**config.mk**
```make
export PLATFORM = sky130hd
export DESIGN_NAME = utf8_stream_decoder_core
export DESIGN_NICKNAME = d
export VERILOG_FILES = /design/src/rtl/u8d_pkg.sv /design/src/rtl/u8d_step.sv /design/src/rtl/utf8_stream_decoder_core.sv
export SDC_FILE = /design/constraint.sdc
export NUM_CORES = 1
export LEC_CHECK = 0
export BUFFER_PORTS_ARGS = -buffer_cell sky130_fd_sc_hd__buf_2
export CAP_MARGIN = 30
export CORE_UTILIZATION = 45
export CTS_BUF_LIST = sky130_fd_sc_hd__clkbuf_4
export DETAILED_ROUTE_END_ITERATION = 10
export PLACE_DENSITY = 0.64
export SLEW_MARGIN = 20
export SYNTH_ARGS = -nofsm -noshare
export SYNTH_HDL_FRONTEND = slang
export SYNTH_SLANG_ARGS = --single-unit
```
**constraint.sdc**
```tcl
create_clock -name aclk -period 9.7 [get_ports aclk]
set_clock_uncertainty 0.2 [all_clocks]
set_input_delay 1.94 -clock aclk [delete_from_list [all_inputs] [get_ports aclk]]
set_output_delay 1.94 -clock aclk [all_outputs]
set_load 0.02 [all_outputs]
```
**src/rtl/u8d_pkg.sv**
```systemverilog
`timescale 1ns / 1ps
`default_nettype none
// ----------------------------------------------------------------------------
// u8d_pkg
// Types and constants shared by the UTF-8 stream decoder modules.
// ----------------------------------------------------------------------------
package u8d_pkg;

    localparam int unsigned CP_W = 21;

    localparam logic [CP_W-1:0] ESC_BASE   = 21'h00DC00;
    localparam logic [7:0]      ASCII_LIM  = 8'h80;
    localparam logic [7:0]      LEAD2_MIN  = 8'hC0;
    localparam logic [7:0]      LEAD3_MIN  = 8'hE0;
    localparam logic [7:0]      LEAD4_MIN  = 8'hF0;
    localparam logic [7:0]      LEAD_LIM   = 8'hF8;
    localparam logic [1:0]      CONT_TAG   = 2'b10;
    localparam logic [7:0]      MASK_LEAD2 = 8'h1F;
    localparam logic [7:0]      MASK_LEAD3 = 8'h0F;
    localparam logic [7:0]      MASK_LEAD4 = 8'h07;
    localparam logic [7:0]      MASK_CONT  = 8'h3F;

    typedef struct packed {
        logic [1:0]      pending;
        logic [CP_W-1:0] partial;
        logic [2:0]      taken;
    } dec_state_t;

    typedef struct packed {
        logic [CP_W-1:0] char_val;
        logic            is_error;
        logic [2:0]      seq_bytes;
        logic            last;
    } dec_result_t;

    typedef struct packed {
        logic        has_result;
        logic        consume;
        dec_result_t result;
        dec_state_t  state;
    } dec_step_t;

endpackage
`default_nettype wire

```
**src/rtl/u8d_step.sv**
```systemverilog
`timescale 1ns / 1ps
`default_nettype none
// ----------------------------------------------------------------------------
// u8d_step
// Combinational decode of one byte against the open sequence state.
// ----------------------------------------------------------------------------
module u8d_step import u8d_pkg::*; (
    input  wire logic [7:0] data_byte,
    input  wire dec_state_t state,
    output dec_step_t       step
);

    logic            is_cont;
    logic            fresh_emits;
    dec_result_t     fresh_res;
    dec_state_t      fresh_state;
    logic [CP_W-1:0] shifted;
    logic [CP_W-1:0] esc_value;

    assign is_cont   = (data_byte[7:6] == CONT_TAG);
    assign esc_value = ESC_BASE | CP_W'(data_byte);
    assign shifted   = {state.partial[CP_W-7:0], data_byte[5:0] & MASK_CONT[5:0]};

    always_comb begin
        fresh_emits = 1'b1;
        fresh_res   = '{char_val: esc_value, is_error: 1'b1, seq_bytes: 3'd1, last: 1'b1};
        fresh_state = '0;
        priority if (data_byte < ASCII_LIM) begin
            fresh_res.char_val = CP_W'(data_byte);
            fresh_res.is_error = 1'b0;
        end else if (data_byte < LEAD2_MIN) begin
            fresh_emits = 1'b1;
        end else if (data_byte < LEAD3_MIN) begin
            fresh_emits = 1'b0;
            fresh_state = '{pending: 2'd1, partial: CP_W'(data_byte & MASK_LEAD2), taken: 3'd1};
        end else if (data_byte < LEAD4_MIN) begin
            fresh_emits = 1'b0;
            fresh_state = '{pending: 2'd2, partial: CP_W'(data_byte & MASK_LEAD3), taken: 3'd1};
        end else if (data_byte < LEAD_LIM) begin
            fresh_emits = 1'b0;
            fresh_state = '{pending: 2'd3, partial: CP_W'(data_byte & MASK_LEAD4), taken: 3'd1};
        end else begin
            fresh_emits = 1'b1;
        end
    end

    always_comb begin
        step = '0;
        priority if (state.pending == 2'd0) begin
            step.has_result = fresh_emits;
            step.consume    = 1'b1;
            step.result     = fresh_res;
            step.state      = fresh_state;
        end else if (is_cont) begin
            step.consume = 1'b1;
            if (state.pending == 2'd1) begin
                step.has_result = 1'b1;
                step.result     = '{char_val: shifted, is_error: 1'b0,
                                    seq_bytes: state.taken + 3'd1, last: 1'b1};
                step.state      = '0;
            end else begin
                step.has_result = 1'b0;
                step.state      = '{pending: state.pending - 2'd1, partial: shifted,
                                    taken: state.taken + 3'd1};
            end
        end else begin
            // The broken sequence is escaped first. When the restart byte also
            // yields a result, the byte is held and decoded again.
            step.has_result = 1'b1;
            step.result     = '{char_val: esc_value, is_error: 1'b1,
                                seq_bytes: state.taken, last: !fresh_emits};
            step.consume    = !fresh_emits;
            step.state      = fresh_emits ? dec_state_t'('0) : fresh_state;
        end
    end

endmodule
`default_nettype wire

```
**src/rtl/utf8_stream_decoder_core.sv**
```systemverilog
`timescale 1ns / 1ps
`default_nettype none
// ----------------------------------------------------------------------------
// utf8_stream_decoder_core
// Byte-serial UTF-8 decoder producing code points and escaped error values.
// A byte is captured in the input register at its transfer, and its result is
// loaded into the result register when the decode stage is enabled. One byte per
// cycle while the output is not stalled; a broken sequence whose restart byte
// also gives a result keeps that byte to decode it again. Synchronous active-low
// reset empties both registers and closes any open sequence.
// ----------------------------------------------------------------------------
module utf8_stream_decoder_core import u8d_pkg::*; (
    input  wire logic            aclk,
    input  wire logic            aresetn,
    input  wire logic            s_valid,
    output logic                 s_ready,
    input  wire logic [7:0]      s_data_byte,
    output logic                 m_valid,
    input  wire logic            m_ready,
    output logic [CP_W-1:0]      m_char_val,
    output logic                 m_is_error,
    output logic [2:0]           m_seq_bytes,
    output logic                 m_last
);

    logic        in_valid_reg, in_valid_next;
    logic [7:0]  in_byte_reg;
    logic        out_valid_reg, out_valid_next;
    dec_result_t out_reg;
    dec_state_t  state_reg;
    dec_step_t   step;
    logic        step_en;
    logic        in_load;

    u8d_step u_step (
        .data_byte (in_byte_reg),
        .state     (state_reg),
        .step      (step)
    );

    assign step_en = in_valid_reg && (!out_valid_reg || m_ready);
    assign s_ready = !in_valid_reg || (step_en && step.consume);
    assign in_load = s_valid && s_ready;

    always_comb begin
        in_valid_next = in_valid_reg;
        if (in_load) begin
            in_valid_next = 1'b1;
        end else if (step_en && step.consume) begin
            in_valid_next = 1'b0;
        end
        out_valid_next = out_valid_reg;
        if (step_en) begin
            out_valid_next = step.has_result;
        end else if (m_ready) begin
            out_valid_next = 1'b0;
        end
    end

    always_ff @(posedge aclk) begin
        if (!aresetn) begin
            in_valid_reg  <= 1'b0;
            out_valid_reg <= 1'b0;
            state_reg     <= '0;
        end else begin
            in_valid_reg  <= in_valid_next;
            out_valid_reg <= out_valid_next;
            if (step_en) begin
                state_reg <= step.state;
            end
        end
        if (in_load) begin
            in_byte_reg <= s_data_byte;
        end
        if (step_en && step.has_result) begin
            out_reg <= step.result;
        end
    end

    assign m_valid     = out_valid_reg;
    assign m_char_val  = out_reg.char_val;
    assign m_is_error  = out_reg.is_error;
    assign m_seq_bytes = out_reg.seq_bytes;
    assign m_last      = out_reg.last;

endmodule
`default_nettype wire

```
==> Word level (Yosys, flattened, before mapping) <==
Index checks and enable logic that the tools add are counted.
{ "classes": {"div_mod_pow": 0, "n_lt_le_gt_ge": 5, "n_bitwise": 0, "eq_ne": 2, "mux": 21, "multipliers": 0, "n_addsub": 2, "reduce_logical": 12, "shifts": 0} }
{ "op_table": {"columns": ["op", "n"], "rows": [
  ["26-bit 2-to-1 mux", 8],
  ["54-bit 2-to-1 mux", 2],
  ["8-bit less-than comparator (second input constant)", 5],
  ["17-bit 2-to-1 mux", 1],
  ["1-bit 2-to-1 mux", 10],
  ["1-bit logical AND", 4],
  ["2-bit nonzero test", 2],
  ["3-bit by 1-bit adder with 3-bit output (second input constant)", 1],
  ["1-bit zero test", 3],
  ["2-bit by 1-bit equality test with 1-bit output (second input constant)", 1],
  ["2-bit equality test (second input constant)", 1],
  ["2-bit zero test", 1],
  ["1-bit logical OR", 2],
  ["2-bit by 1-bit subtractor with 2-bit output (second input constant)", 1]
]} }
{ "word_totals": {"ramBits": 0, "memories": 0, "latchBits": 0, "output_inout_bits": 28, "inputBits": 12, "romBits": 0, "regBits": 56} }

==> Longest topological paths before layout <==
{ "logic_depth": {"word_depth": 13, "mapped_depth": 7} }

==> Hierarchy <==
A second synthesis with hierarchy kept.
{ "unflattened": {"hier_cells": 247, "area_unflattened_um2": 2777.7} }
{ "modules_own_cells": {"columns": ["mod", "cells_per_inst", "instances", "area_per_inst_um2"], "rows": [
  ["utf8_stream_decoder_core", 160, 1, 2180.8],
  ["u8d_step", 87, 1, 596.8]
]} }

==> Worst setup path before layout <==
OpenSTA, ideal clock, no wires.
{ "synth_timing": {"path_type": "input -> register", "start": "input m_ready", "end": "register out_reg (netlist bit m_char_val[0]), enable pin", "path_stages": 4, "n_path_buf": 1, "setup_slack_ps": 4700, "t_arrival_ps": 4351, "path_cell_list": "nand2b_1 buf_2 nand2_1 a211oi_1"} }
{ "synth_via": {"elab_chain_len": 3} }
{ "synth_lines": {"columns": ["element", "line", "text"], "rows": [
  ["start, declared", "utf8_stream_decoder_core.sv:19", "input wire logic m_ready,"],
  ["1-bit logical OR", "utf8_stream_decoder_core.sv:41", "assign step_en = in_valid_reg && (!out_valid_reg || m_ready);"],
  ["1-bit logical AND", "utf8_stream_decoder_core.sv:41", null],
  ["1-bit logical AND", "utf8_stream_decoder_core.sv:75", "if (step_en && step.has_result) begin"],
  ["end signal, assigned", "utf8_stream_decoder_core.sv:76", "out_reg <= step.result;"],
  ["end, declared", "utf8_stream_decoder_core.sv:29", "dec_result_t out_reg;"]
]} }
No other way between the ends.
A chain may end at the register's enable or synchronous reset.

==> Final worst setup path <==
{ "layout_timing": {"start": "input m_ready", "end": "output s_ready"} }
{ "layout_via": {"elab_chain_len": 4} }
{ "layout_lines": {"columns": ["element", "line", "text"], "rows": [
  ["1-bit logical OR", "utf8_stream_decoder_core.sv:41", null],
  ["1-bit logical AND", "utf8_stream_decoder_core.sv:41", null],
  ["1-bit logical AND", "utf8_stream_decoder_core.sv:42", "assign s_ready = !in_valid_reg || (step_en && step.consume);"],
  ["1-bit logical OR", "utf8_stream_decoder_core.sv:42", null],
  ["end, declared", "utf8_stream_decoder_core.sv:16", "output logic s_ready,"]
]} }
No other way between the ends.

==> reports/metrics.cfg <==
[layout]
area_growth_pct=13.34
post-route-util_pct=53.09
fill_cells=465
multi_input_area_sq_um=857.1
fin_nets=253
antenna_cells=0
drive_above_1_share_pct=21.34
largest_register_ffs=21
regArea_sq_um=1461

[clock_tree]
cts_tree=yes
postCtsHoldBufs=0
clkTransAtPathRegs_ns=0.14
cts_resized=0
h-tree-depth=2
clockBufferDepth=2
root_buffer=clkbuf_4
cts_inserted_buffers=5
clock_sinks=56
clock_latency_ns=0.37
postCtsSetupBuffers=0

[synth]
synth-seq-cells=56
synth_area_leader_cell=edfxtp_1
syn_area_sq_um=2392
synthFlopType=edfxtp_1
netlist_top_cells_area=edfxtp_1 43%, dfxtp_1 18%, and2_1 4.7%
synth.top_cell.area_share_pct=42.68
synthDistinctLibCells=39
ys_seq_area_share_pct=61.09
synthCells=206
synth.avg_cell_area_sq_um=11.61
synth_edf_count=34
yosys_warnings=0
synth_nets=221
async_flop_share_pct=0

[critical_path]
rrSetupSlack_ns=7.15
arrival_ns=3.17
r2r-end=m_char_val[17]
r2r-start=state_reg[24]
crit_type=in2out
cp-end-kind=output pin
worst_setup_path_start_kind=input pin
cp.required_ns=7.56
worst_r2r_path_depth=5
cp_max_fo=18

[min_path]
holdPathEnd=state_reg[15]
hp-start=state_reg[15]
min_path_type=reg2reg
min_path_cells=2

[grt]
grt_max_degree=22
grtUsageMet3_pct=3.614
grtUsageMet1_pct=25.17
grt.overflow.total=0
use_met2_pct=27.03
grt_pass1_vias=1513
antenna_found_initial=0
grt_pass1_wl_mm=7.431
track_usage_pct=17.76
grt.busiest_layer=met2

[placement]
dp_hpwl_mm=2.903
io_buffers=39
gp_congestion=0.8323

[power]
swShare_pct=25.12
power_density_nw_per_um2=167.6
power_frac_seq_pct=60.6
power.switching_uw=114.1
p_comb_share_pct=12.8
power_frac_clock_pct=26.6
leakagePower_uw=0.0009998
p_int_uw=340.2
peakVddDrop_uv=87.30

[detailed_routing]
wire_per_inst_um=14.46
ant_nets=0
wirelength_mm=4.468
via_per_inst=5.385
num_vias=1664
detail_route.iter0.violations=144
drt_first_pass_iters=4
drcViolationCount=0

[timing]
tightestPinTransition_ns=0.8125
min_period_ns=5.305
finalSetupViolCount=0
slew-limit-headroom_pct=45.60
fmax_mhz=188.5
fin_crit_sh_pct=54.70
tns_ns=0
grt_setup_unrepaired=false
hold_viol=0
slew_violations=0

[flow_run]
cap_viol_max_count=0

[status]
status=finished clean

[floorplanning]
dieArea_sq_um=5612
rows=26
start_util_pct=46.84
die_w_um=74.91
fp.dieH_um=74.91
coreArea_sq_um=5107
pin_count=40

## worst max-delay path: stages
cell      delay (ns)
buf_2           0.08
nand2b_1        0.53
o221ai_1        0.32
nand2_1         0.13
buf_2           0.17
## synth_stat cells, types with 3 or more instances
cell       n
edfxtp_1  34
dfxtp_1   22
and2_1    18
a21oi_1   16
o21ai_0   15
nand4_1   11
clkbuf_1  10
a21o_1     8
nand2_1    7
buf_2      6
nor2_1     5
nor2b_1    5
a21boi_0   4
inv_1      4
nand2b_1   4
nor3_1     4
a32o_1     3
ha_1       3
nand3_1    3
## logic make-up after synthesis
kind of cell / Yosys count / share of synthesized area (%)
AOI/OAI and AO/OA: 60 / 16.58
adders and majority gates: 3 / 1.569
buffers and inverters: 21 / 3.609
DFF: 56 / 61.09
muxes: 1 / 0.4184
and+or+nand+nor: 65 / 16.74
## metal layers
| layer | up-vias | wire length, um |
|---|---|---|
| met3 | 9 | 245 |
| li1 | 830 | - |
| met1 | 767 | 2194 |
| met4 | 0 | 82 |
| met5 | - | 0 |
| met2 | 58 | 1945 |
## area by class of cell
class                      count  share of cell area [%]
sequential                    56                   53.90
inverter                       4                  0.5538
tap                           70                   3.230
clock inverter                 3                   1.384
timing repair buffer          42                   7.937
clock buffer                   5                   1.384
multi-input combinational    129                   31.61
## cells in the final DEF (no fill, tap or decap), drive strengths merged, types with 2 or more instances in the layout
cell / instances
o311a: 2
nor3: 4
a311oi: 2
dfxtp: 22
nor2b: 5
clkbuf: 5
o2111ai: 2
nor2: 5
a21boi: 4
nand3: 3
o21ai: 15
clkinv: 2
a21o: 8
ha: 3
a32o: 3
nand4: 11
inv: 4
a211o: 2
nand2: 7
nand2b: 4
a21oi: 16
edfxtp: 34
buf: 42
and2: 18
## power by group through the flow
stage | Clock [uW] | Combinational (uW) | Sequential [uW]
6_report | 121 | 58.3 | 275
5_1_grt | 132 | 64.6 | 277
4_1_cts | 125 | 58.8 | 275
3_5_place_dp | 0 | 58.3 | 281
3_3_place_gp | 0 | 58.2 | 280
2_1_floorplan | 0 | 33.7 | 287
## how the worst max path moves through the flow
stage / from / endpoint / slack (ns) / depth (start not counted)
global placement: m_ready / s_ready / 4.42 / 5
global route: m_ready / s_ready / 4.22 / 5
finish: m_ready / s_ready / 4.39 / 5
detailed placement: m_ready / s_ready / 4.41 / 5
floorplan: m_ready / m_char_val[0] / 4.70 / 4
CTS: m_ready / s_ready / 4.39 / 5
## stage by stage
stage                     setup WS [ns]  std cells  hold slack [ns]  instance area [sq um]  power, uW
after CTS                         4.393        309           0.2829                   2711      458.6
after floorplan                   4.700        206           0.2446                   2392      320.7
after global placement            4.420        300           0.2609                   2631      338.7
after global routing              4.220        309           0.3033                   2711      473.7
after detailed placement          4.407        301           0.2636                   2636      338.9
final                             4.395        309           0.2808                   2711      454.3
(Power assumes the default switching activity.)
